$ cat src/hdl/ats_pkg.sv
// ATS parser package: sequencer states, constants, FSC decoding, index clamping and the time-scaling helper.
package ats_pkg;

	typedef enum logic [1:0] {
		ST_IDLE,
		ST_DIV,
		ST_APPLY,
		ST_DONE
	} state_t;

	localparam logic        REG_CARRIER  = 1'b0;
	localparam logic        REG_TYPE_A   = 1'b1;

	localparam logic [24:0] CARRIER_RST  = 25'd13560000;
	localparam logic [31:0] DIVIDEND     = 32'd4096000000;
	localparam logic [3:0]  INDEX_MAX    = 4'd14;
	localparam logic [3:0]  FWI_DEFAULT  = 4'd4;
	localparam logic [3:0]  SFGI_DEFAULT = 4'd0;
	localparam logic [8:0]  FSC_DEFAULT  = 9'd32;
	localparam logic [7:0]  TA_DEFAULT   = 8'h80;
	localparam logic [26:0] TIME_MAX     = 27'h7FFFFFF;

	function automatic logic [8:0] fsc_decode(input logic [3:0] fsci);
		logic [8:0] fsc;
		unique case (fsci)
			4'd0:    fsc = 9'd16;
			4'd1:    fsc = 9'd24;
			4'd2:    fsc = 9'd32;
			4'd3:    fsc = 9'd40;
			4'd4:    fsc = 9'd48;
			4'd5:    fsc = 9'd64;
			4'd6:    fsc = 9'd96;
			4'd7:    fsc = 9'd128;
			default: fsc = 9'd256;
		endcase
		return fsc;
	endfunction

	function automatic logic [3:0] clamp_index(input logic [3:0] x);
		return (x > INDEX_MAX) ? INDEX_MAX : x;
	endfunction

	function automatic logic [26:0] scale_us(input logic [31:0] q, input logic [3:0] x);
		logic [45:0] wide;
		wide = {14'd0, q} << x;
		return (|wide[45:27]) ? TIME_MAX : wide[26:0];
	endfunction

endpackage

$ cat src/hdl/ats_answer_parser_top.sv
// ATS parser top level: byte sequencer, bit-serial divider and result register.
// Bytes are taken in the idle state. A TB byte, or the end of a one-byte ATS,
// starts the bit-serial division of 4096000000 by the carrier; the quotient
// then scales the guard and wait times. A frame's last byte loads the result
// register. Item input stalls during a division and until that load is done.
// Reset: asynchronous, active low; clears stores, carrier 13560000, type A set.
module ats_answer_parser_top (
	input  logic        clk,
	input  logic        arst_n,
	input  logic        cfg_valid,
	output logic        cfg_ready,
	input  logic        cfg_index,
	input  logic [24:0] cfg_data,
	input  logic        item_valid,
	output logic        item_stall,
	input  logic [7:0]  ats_byte,
	input  logic        last_byte,
	output logic        result_valid,
	input  logic        result_stall,
	output logic        status,
	output logic [8:0]  frame_size,
	output logic [7:0]  ta_value,
	output logic [26:0] guard_time_us,
	output logic [26:0] wait_time_us,
	output logic        nad_supported,
	output logic        cid_supported,
	output logic [7:0]  hist_offset,
	output logic [7:0]  hist_len
);

	ats_pkg::state_t state_q, state_next;

	logic [24:0] carrier_q;
	logic        type_a_q;
	logic [7:0]  pos_q;
	logic [7:0]  flen_q;
	logic [7:0]  fmt_q;
	logic [7:0]  ta_q;
	logic [8:0]  fsc_q;
	logic [26:0] guard_q;
	logic [26:0] wait_q;
	logic        nad_q;
	logic        cid_q;

	logic        end_q;
	logic        err_q;
	logic [7:0]  cur_q;
	logic [7:0]  hlen_q;
	logic [3:0]  sfgi_q;
	logic [3:0]  fwi_q;
	logic        wr_wait_q;

	logic [4:0]  cnt_q;
	logic [25:0] rem_q;
	logic [31:0] quo_q;

	logic        accept;
	logic        out_free;
	logic        ha, hb, hc;
	logic        taken;
	logic        hit_tb;
	logic [7:0]  flen_new;
	logic [7:0]  fmt_new;
	logic [8:0]  size;
	logic [7:0]  len;
	logic        one;
	logic        need_div;
	logic [7:0]  cur_new;
	logic [25:0] trial;
	logic        ge;

	assign cfg_ready = 1'b1;
	assign accept    = item_valid & ~item_stall;
	assign out_free  = ~result_valid | ~result_stall;

	assign ha    = fmt_q[4];
	assign hb    = fmt_q[5];
	assign hc    = fmt_q[6];
	assign taken = (pos_q != 8'd0) && (flen_q >= 8'd2);
	assign hit_tb = taken && (pos_q != 8'd1) && !(ha && pos_q == 8'd2)
		&& hb && (pos_q == 8'd2 + {7'd0, ha});

	assign flen_new = (pos_q == 8'd0) ? ats_byte : flen_q;
	assign fmt_new  = (taken && pos_q == 8'd1) ? ats_byte : fmt_q;
	assign size     = {1'b0, pos_q} + 9'd1;
	assign len      = ({1'b0, flen_new} < size) ? flen_new : size[7:0];
	assign one      = (flen_new != 8'd0) && (len == 8'd1);
	assign cur_new  = one ? 8'd1 : 8'd2 + {7'd0, fmt_new[4]} + {7'd0, fmt_new[5]}
		+ {7'd0, fmt_new[6]};
	assign need_div = hit_tb || (last_byte && one);

	assign trial = {rem_q[24:0], ats_pkg::DIVIDEND[5'd31 - cnt_q]};
	assign ge    = trial >= {1'b0, carrier_q};

	always_comb begin
		state_next = state_q;
		unique case (state_q)
			ats_pkg::ST_IDLE: begin
				if (accept) begin
					if (need_div) state_next = ats_pkg::ST_DIV;
					else if (last_byte) state_next = ats_pkg::ST_DONE;
				end
			end
			ats_pkg::ST_DIV: begin
				if (cnt_q == 5'd31) state_next = ats_pkg::ST_APPLY;
			end
			ats_pkg::ST_APPLY: begin
				state_next = end_q ? ats_pkg::ST_DONE : ats_pkg::ST_IDLE;
			end
			ats_pkg::ST_DONE: begin
				if (out_free) state_next = ats_pkg::ST_IDLE;
			end
			default: state_next = ats_pkg::ST_IDLE;
		endcase
	end

	always_comb begin
		item_stall = (state_q != ats_pkg::ST_IDLE);
	end

	always_ff @(posedge clk or negedge arst_n) begin
		if (!arst_n) begin
			state_q   <= ats_pkg::ST_IDLE;
			carrier_q <= ats_pkg::CARRIER_RST;
			type_a_q  <= 1'b1;
			pos_q     <= 8'd0;
			flen_q    <= 8'd0;
			fmt_q     <= 8'd0;
			ta_q      <= 8'd0;
			fsc_q     <= 9'd0;
			guard_q   <= 27'd0;
			wait_q    <= 27'd0;
			nad_q     <= 1'b0;
			cid_q     <= 1'b0;
			end_q     <= 1'b0;
			err_q     <= 1'b0;
			cur_q     <= 8'd0;
			hlen_q    <= 8'd0;
			sfgi_q    <= 4'd0;
			fwi_q     <= 4'd0;
			wr_wait_q <= 1'b0;
			cnt_q     <= 5'd0;
			rem_q     <= 26'd0;
			quo_q     <= 32'd0;
			result_valid <= 1'b0;
		end else begin
			state_q <= state_next;

			if (cfg_valid && cfg_ready) begin
				unique case (cfg_index)
					ats_pkg::REG_CARRIER: carrier_q <= cfg_data;
					ats_pkg::REG_TYPE_A:  type_a_q  <= cfg_data[0];
					default: ;
				endcase
			end

			if (accept) begin
				if (pos_q == 8'd0) begin
					flen_q <= ats_byte;
				end else if (taken) begin
					if (pos_q == 8'd1) begin
						fmt_q <= ats_byte;
						fsc_q <= ats_pkg::fsc_decode(ats_byte[3:0]);
						ta_q  <= 8'd0;
					end else if (ha && pos_q == 8'd2) begin
						ta_q <= ats_byte;
					end else if (hit_tb) begin
						sfgi_q    <= ats_pkg::clamp_index(ats_byte[3:0]);
						fwi_q     <= ats_pkg::clamp_index(ats_byte[7:4]);
						wr_wait_q <= 1'b1;
					end else if (hc && pos_q == 8'd2 + {7'd0, ha} + {7'd0, hb}) begin
						if (ats_byte[0]) nad_q <= 1'b1;
						if (ats_byte[1]) cid_q <= 1'b1;
					end
				end

				if (last_byte) pos_q <= 8'd0;
				else if (pos_q != 8'd255) pos_q <= pos_q + 8'd1;

				end_q <= last_byte;
				if (last_byte) begin
					err_q  <= (flen_new == 8'd0);
					cur_q  <= cur_new;
					hlen_q <= (len > cur_new) ? len - cur_new : 8'd0;
					if (one) begin
						fsc_q     <= ats_pkg::FSC_DEFAULT;
						ta_q      <= ats_pkg::TA_DEFAULT;
						sfgi_q    <= ats_pkg::SFGI_DEFAULT;
						fwi_q     <= ats_pkg::FWI_DEFAULT;
						wr_wait_q <= type_a_q;
					end
				end
				cnt_q <= 5'd0;
				rem_q <= 26'd0;
			end

			if (state_q == ats_pkg::ST_DIV) begin
				cnt_q <= cnt_q + 5'd1;
				rem_q <= ge ? trial - {1'b0, carrier_q} : trial;
				quo_q <= {quo_q[30:0], ge};
			end

			if (state_q == ats_pkg::ST_APPLY) begin
				guard_q <= ats_pkg::scale_us(quo_q, sfgi_q);
				if (wr_wait_q) wait_q <= ats_pkg::scale_us(quo_q, fwi_q);
			end

			if (state_q == ats_pkg::ST_DONE && out_free) begin
				result_valid <= 1'b1;
			end else if (result_valid && !result_stall) begin
				result_valid <= 1'b0;
			end
		end
	end

	always_ff @(posedge clk) begin
		if (state_q == ats_pkg::ST_DONE && out_free) begin
			status        <= err_q;
			frame_size    <= err_q ? 9'd0  : fsc_q;
			ta_value      <= err_q ? 8'd0  : ta_q;
			guard_time_us <= err_q ? 27'd0 : guard_q;
			wait_time_us  <= err_q ? 27'd0 : wait_q;
			nad_supported <= ~err_q & nad_q;
			cid_supported <= ~err_q & cid_q;
			hist_offset   <= err_q ? 8'd0  : cur_q;
			hist_len      <= err_q ? 8'd0  : hlen_q;
		end
	end

endmodule
$ cat config.mk
export PLATFORM = sky130hd
export DESIGN_NAME = ats_answer_parser_top
export DESIGN_NICKNAME = d
export VERILOG_FILES = /design/src/hdl/ats_pkg.sv /design/src/hdl/ats_answer_parser_top.sv
export SDC_FILE = /design/constraint.sdc
export NUM_CORES = 1
export LEC_CHECK = 0
export BUFFER_PORTS_ARGS = -buffer_cell sky130_fd_sc_hd__buf_2
export CAP_MARGIN = 20
export CORE_ASPECT_RATIO = 0.5
export CORE_MARGIN = 5
export CORE_UTILIZATION = 25
export CTS_BUF_LIST = sky130_fd_sc_hd__clkbuf_4 sky130_fd_sc_hd__clkbuf_8 sky130_fd_sc_hd__clkbuf_16
export DETAILED_ROUTE_END_ITERATION = 8
export PLACE_DENSITY_LB_ADDON = 0.1
export SLEW_MARGIN = 30
export SYNTH_ARGS = -nofsm -noshare
export SYNTH_HDL_FRONTEND = slang
export SYNTH_SLANG_ARGS = --single-unit
$ cat constraint.sdc
create_clock -name clk -period 6.01 [get_ports clk]
set_input_delay 0.9015 -clock clk [delete_from_list [all_inputs] [get_ports clk]]
set_output_delay 0.9015 -clock clk [all_outputs]
set_load 0.05 [all_outputs]
# ---- Word-level counts from Yosys, hierarchy flattened
# Memories as Yosys holds them, arrays and structs flattened.
# Index checks and enable logic that the tools add are counted.
dict set report op_classes {
  add_sub_neg 11
  mux 59
  magnitude_cmp 7
  n_eq_ne 15
  reduce_logical 35
  bitwise 13
  shifts 2
}
# cell count
set op_table {}
lappend op_table {{$shl 32x4->46} 2}
lappend op_table {{$mux 8} 11}
lappend op_table {{$mux 25} 3}
lappend op_table {{$mux 4} 16}
lappend op_table {{$mux 27} 2}
lappend op_table {{$mux 9} 6}
lappend op_table {{$reduce_or 19->1} 2}
lappend op_table {{$ge 26x25->1} 1}
lappend op_table {{$sub 25x25->25} 1}
lappend op_table {{$eq 8x1->1 const B} 2}
lappend op_table {{$logic_not 8->1} 2}
lappend op_table {{$reduce_and 8->1} 2}
lappend op_table {{$reduce_bool 8->1} 2}
lappend op_table {{$mux 5} 3}
lappend op_table {{$logic_and 1x1->1} 12}
lappend op_table {{$mux 2} 6}
lappend op_table {{$mux 1} 10}
lappend op_table {{$reduce_and 2->1} 5}
lappend op_table {{$add 8x1->9 const B} 1}
lappend op_table {{$lt 8x9->1} 1}
lappend op_table {{$not 1->1} 9}
lappend op_table {{$add 3x1->4} 2}
lappend op_table {{$add 8x1->8 const B} 1}
lappend op_table {{$eq 8x2->1 const B} 1}
lappend op_table {{other kinds (27)} 39}
dict set report word_totals {
  input_bits 40
  n_memories 2
  ff_bits 304
  out_inout_bits 93
  romBits 72
  wordCells 176
}
# memory words width read_ports rd_ports_with_merged_regs wr line_no
set mem_list {}
lappend mem_list {{(name not given)} 8 5 1 0 0 ats_pkg.sv:25} ;# unique case (fsci)
lappend mem_list {{(name not given)} 32 1 1 0 0 ats_answer_parser_top.sv:92} ;# assign trial = {rem_q[24:0], ats_pkg::DIVIDEND[5'd31 - cnt_q]};

# ---- Longest topological paths before layout
dict set report depth {
  word_depth 13
  mapped_depth 27
  ltp_nobuf 24
}

# ---- Worst setup path after synthesis
# OpenSTA, ideal clock, no wires.
dict set report synth_timing {
  path_type {input -> register}
  start {input result_stall}
  end {register cid_supported (enable)}
  arrival_time_ns 5.034
  t_required_ns 5.453
  setup_time_ns 0.557
  slack_ns 0.420
  path_buffers 0
  path_stages 1
  path_cell_list {a21oi_1}
}
dict set report synth_between {
  elab_chain_cells 3
}
# element line_no
set synth_rtl {}
lappend synth_rtl {{start, declared} ats_answer_parser_top.sv:19} ;# input logic result_stall,
lappend synth_rtl {{$not 1->1} ats_answer_parser_top.sv:74} ;# assign out_free = ~result_valid | ~result_stall;
lappend synth_rtl {{$or 1x1->1} ats_answer_parser_top.sv:74}
lappend synth_rtl {{$logic_and 1x1->1} ats_answer_parser_top.sv:217} ;# if (state_q == ats_pkg::ST_DONE && out_free) begin
lappend synth_rtl {{end signal, assigned} ats_answer_parser_top.sv:224} ;# cid_supported <= ~err_q & cid_q;
lappend synth_rtl {{end, declared} ats_answer_parser_top.sv:26} ;# output logic cid_supported,
# Every way passes these cells.
# A chain may end at the register's enable or synchronous reset.

# ---- Worst setup path in the final report
dict set report layout_timing {
  start {register pos_q[1]}
  end {register hlen_q[7]}
}
dict set report layout_between {
  word_cells_on_any_way 20
  cone_classes {5 x add/sub; 2 x order compare; 2 x eq/ne; 5 x mux; 6 x reduce/logical}
}
# element line_no
set layout_rtl {}
lappend layout_rtl {{start, declared} ats_answer_parser_top.sv:35} ;# logic [7:0] pos_q;
lappend layout_rtl {{start signal, assigned} ats_answer_parser_top.sv:178} ;# else if (pos_q != 8'd255) pos_q <= pos_q + 8'd1;
lappend layout_rtl {{$logic_not 8->1 *} ats_answer_parser_top.sv:83} ;# assign flen_new = (pos_q == 8'd0) ? ats_byte : flen_q;
lappend layout_rtl {{$mux 8 *} n/a}
lappend layout_rtl {{named net flen_new[4]} ats_answer_parser_top.sv:62} ;# logic [7:0] flen_new;
lappend layout_rtl {{$lt 8x9->1} ats_answer_parser_top.sv:86} ;# assign len = ({1'b0, flen_new} < size) ? flen_new : size[7:0];
lappend layout_rtl {{$mux 8} ats_answer_parser_top.sv:86}
lappend layout_rtl {{$eq 8x1->1} ats_answer_parser_top.sv:87} ;# assign one = (flen_new != 8'd0) && (len == 8'd1);
lappend layout_rtl {{$logic_and 1x1->1} ats_answer_parser_top.sv:87}
lappend layout_rtl {{$mux 5} ats_answer_parser_top.sv:88} ;# assign cur_new = one ? 8'd1 : 8'd2 + {7'd0, fmt_new[4]} + {7'd0, fmt_new[5]}
lappend layout_rtl {{$sub 8x5->8 or $gt 8x5->1 (tied branches)} ats_answer_parser_top.sv:184} ;# hlen_q <= (len > cur_new) ? len - cur_new : 8'd0;
lappend layout_rtl {{$mux 8 *} ats_answer_parser_top.sv:184}
lappend layout_rtl {{end signal, assigned} ats_answer_parser_top.sv:184}
lappend layout_rtl {{end, declared} ats_answer_parser_top.sv:48} ;# logic [7:0] hlen_q;
# Mark *: on every way through the listed nets, which the timed path passes. The rest lies on a longest branch.

==> results.json <==
{
  "ys_warn_count": 0,
  "grt_util_all_layers": 0.130,
  "relSlewSlack": 0.420,
  "pre_cts_ws_ps": 724,
  "vias_per_cell": 4.58,
  "globalRouteOverflowTotal": 0,
  "die_y_um": 192,
  "antenna_found_initial": 1,
  "hold_viol": 0,
  "hp-class": "in -> async",
  "grt-busiest-layer": "met2",
  "synth-seq-cells": 290,
  "min_period_ps": 5310,
  "postCtsHoldBufs": 0,
  "status": "finished clean",
  "cap_violations": 0,
  "rows": 66,
  "ys.flop_type": "dfrtp_1",
  "clk-insertion-delay-late_ps": 540,
  "ys_seq_area_frac": 0.465,
  "cts_resized": 0,
  "max_freq_mhz": 188,
  "ir_worst_vdd_mv": 0.212,
  "die_area_mm2": 0.0717,
  "use_met3": 0.0229,
  "io_pins": 133,
  "drt-wirelength-per-cell_um": 17.5,
  "crit_fanout": 8,
  "grt_pass1_wl_um": 75200,
  "tns_ps": 0,
  "core_mm2": 0.0652,
  "gp_congestion": 0.765,
  "cp-start-kind": "flop",
  "clock_skew_ps": 37.6,
  "synth_edf_count": 85,
  "ctsHtreeMaxLevel": 2,
  "slew_violations": 0,
  "die_x_um": 374,
  "finalSetupViolCount": 0,
  "synth_cell_types": 80,
  "root_buffer": "clkbuf_16",
  "cts_tree": "built",
  "num_antenna_cells": 0,
  "cp.required_ps": 6450,
  "postCtsSetupBuffers": 0,
  "grt_pass1_vias": 12400,
  "drt-initial-drc-count": 708,
  "clk_pin_slew_worst_paths_ps": 60,
  "grt_use_met1": 0.193,
  "portBuffers": 126,
  "num-nets-final": 1860,
  "avgSynthCellArea_um2": 9.76,
  "detail-route-antenna-nets": 0,
  "period_share": 0.884,
  "post-dp-hpwl_um": 33100,
  "p_leak_nw": 8.00,
  "syn_inst": 1694,
  "powerDensity_mw_per_mm2": 576,
  "tightestPinTransition_ps": 869,
  "initial_core_util": 0.254,
  "num-fill-cells": 6956,
  "critPathCaptureType": "flop",
  "drt_first_pass_iters": 5,
  "crit_type": "reg -> reg",
  "num_vias": 12300,
  "drive_above_1_share": 0.191,
  "clockBufferDepth": 3,
  "cp.arrival_ps": 5750,
  "drc": 0,
  "async_flop_share": 0.707,
  "numCtsBuffers": 34,
  "grt_max_degree": 119,
  "use_met2": 0.200,
  "netlist_area_mm2": 0.0165,
  "cts.sinks": 290,
  "final.setup.worst_slack_ps": 696,
  "area_delta_synth_final_pct": 16.0,
  "rsz0062_at_grt": "no",
  "wl_um": 47000
}
==> logic make-up (layout without fill, tap and decap cells) <==
family                     count (synthesis)  count (layout)  share of synthesized area
AOI/OAI and AO/OA                        374             374                      0.149
xor gates and xnor gates                  31              31                     0.0164
adders and majority gates                 50              50                     0.0392
buffers and inverters                    179             276                     0.0495
DFF                                      290             290                      0.465
muxes                                    136             136                      0.102
other                                      2               6                   0.000454
and+or+nand+nor                          632             632                      0.178
==> layout make-up <==
type                       instances  area (um^2)  area share
clock buffer                      40          926      0.0482
clock inverter                    21          273      0.0142
inverter                          64          240      0.0125
multi-input combinational       1229         8070       0.421
sequential                       290         7710       0.402
tap                              884         1110      0.0576
timing repair buffer             151          865      0.0451
==> registers in the layout, summed over array words and instances, names as in the netlist, 5 cells and up <==
register       count
rem_q             25
cnt_q              5
wait_q            27
hist_len           8
quo_q             32
pos_q              8
hlen_q             8
fsc_q              9
flen_q             8
ta_value           8
guard_q           27
carrier_q         25
wait_time_us      27
guard_time_us     27
frame_size         9
ta_q               8
==> worst max-delay path, stage by stage, from the launching register on <==
cell and delay [ps]:
dfrtp_1 470, inv_1 150, ha_1 180, nor2b_1 290
and3_1 390, mux2i_1 440, inv_1 90, ha_1 340
a21oi_1 140, o21ai_0 100, a221o_1 330, a21o_1 210
mux2i_2 250, and2_1 220, nand2b_1 180, ha_1 260
a21o_1 180, a21oi_1 150, buf_4 160, nand3_1 70
nor2_1 100, a41oi_1 60, a211o_1 300, a2bb2oi_1 140
==> path summary, 6_finish.rpt <==
kind	endpoint	cells after the start	from	slack (ps)
setup reg to reg	hlen_q[7]$_DFFE_PN0P_	23	pos_q[1]$_DFFE_PN0P_	700
hold reg to reg	nad_q$_DFFE_PN0P_	1	nad_q$_DFFE_PN0P_	460
max in group asynchronous	sfgi_q[0]$_DFFE_PN0P_	2	arst_n	4370
min in group clk	nad_q$_DFFE_PN0P_	1	nad_q$_DFFE_PN0P_	460
hold / removal	hlen_q[3]$_DFFE_PN0P_	1	arst_n	400
setup / recovery	hlen_q[7]$_DFFE_PN0P_	23	pos_q[1]$_DFFE_PN0P_	700
==> report_power, final <==
group | switching (mW) | internal (mW) | total, mW
Combinational | 3.38 | 2.04 | 5.42
Clock | 0.902 | 1.37 | 2.27
Sequential | 0.548 | 2.82 | 3.37
Total | 4.83 | 6.23 | 11.1
==> cell usage after synthesis (8+ instances only) <==
library cell	count	share of area
nand2_1	272	0.062
dfrtp_1	193	0.29
nor2_1	119	0.027
o21ai_0	112	0.034
nor2b_1	100	0.038
mux2i_1	88	0.053
edfxtp_1	85	0.15
a21oi_1	75	0.023
clkbuf_1	72	0.016
inv_1	63	0.014
ha_1	47	0.036
nand3_1	41	0.012
a21oi_2	40	0.021
mux4_2	24	0.033
mux2_2	23	0.016
o21ai_1	23	0.0070
nor3_1	18	0.0054
xnor2_1	18	0.0095
buf_2	15	0.0045
nand2b_1	15	0.0057
nand4_1	14	0.0053
xor2_1	13	0.0069
a31oi_1	12	0.0045
and3_1	12	0.0045
dfstp_2	12	0.019
or2_2	12	0.0045
a21o_1	11	0.0050
a22o_1	11	0.0058
buf_1	9	0.0020
o211ai_1	9	0.0041
a211oi_1	8	0.0036
buf_6	8	0.0054
==> per-layer routing <==
| metal | up-vias | wire length [um] |
|---|---|---|
| met5 | - | 0 |
| met4 | 0 | 612 |
| met3 | 41 | 1700 |
| met2 | 175 | 20500 |
| met1 | 5932 | 24200 |
| li1 | 6113 | - |
==> placed cells by master (no fill, tap or decap), types with 14 or more instances in the layout <==
master | netlist | routed
nand2_1 | 272 | 272
o21ai_0 | 112 | 112
buf_4 | 6 | 22
nor3_1 | 18 | 18
o21ai_1 | 23 | 23
nand4_1 | 14 | 14
dfrtp_1 | 193 | 188
a21oi_2 | 40 | 40
nor2b_1 | 100 | 97
nand3_1 | 41 | 41
mux2i_1 | 88 | 88
nand2b_1 | 15 | 14
mux2_2 | 23 | 23
a21oi_1 | 75 | 74
inv_1 | 63 | 63
buf_2 | 15 | 125
clkbuf_16 | 0 | 35
mux4_2 | 24 | 24
xnor2_1 | 18 | 18
nor2_1 | 119 | 118
ha_1 | 47 | 47
edfxtp_1 | 85 | 85
==> stage by stage <==
step / util / instance area [um^2] / total power [mW] / std cells / hold slack (ps)
5_1_grt: 0.294 / 19200 / 12.0 / 2679 / 452
3_3_place_gp: 0.275 / 17900 / 8.92 / 2616 / 443
3_5_place_dp: 0.275 / 18000 / 8.92 / 2617 / 444
6_report: 0.294 / 19200 / 11.1 / 2679 / 401
4_1_cts: 0.294 / 19200 / 11.3 / 2678 / 426
2_1_floorplan: - / 16600 / 7.45 / 1698 / 420
Power figures use the tool's default switching activity.
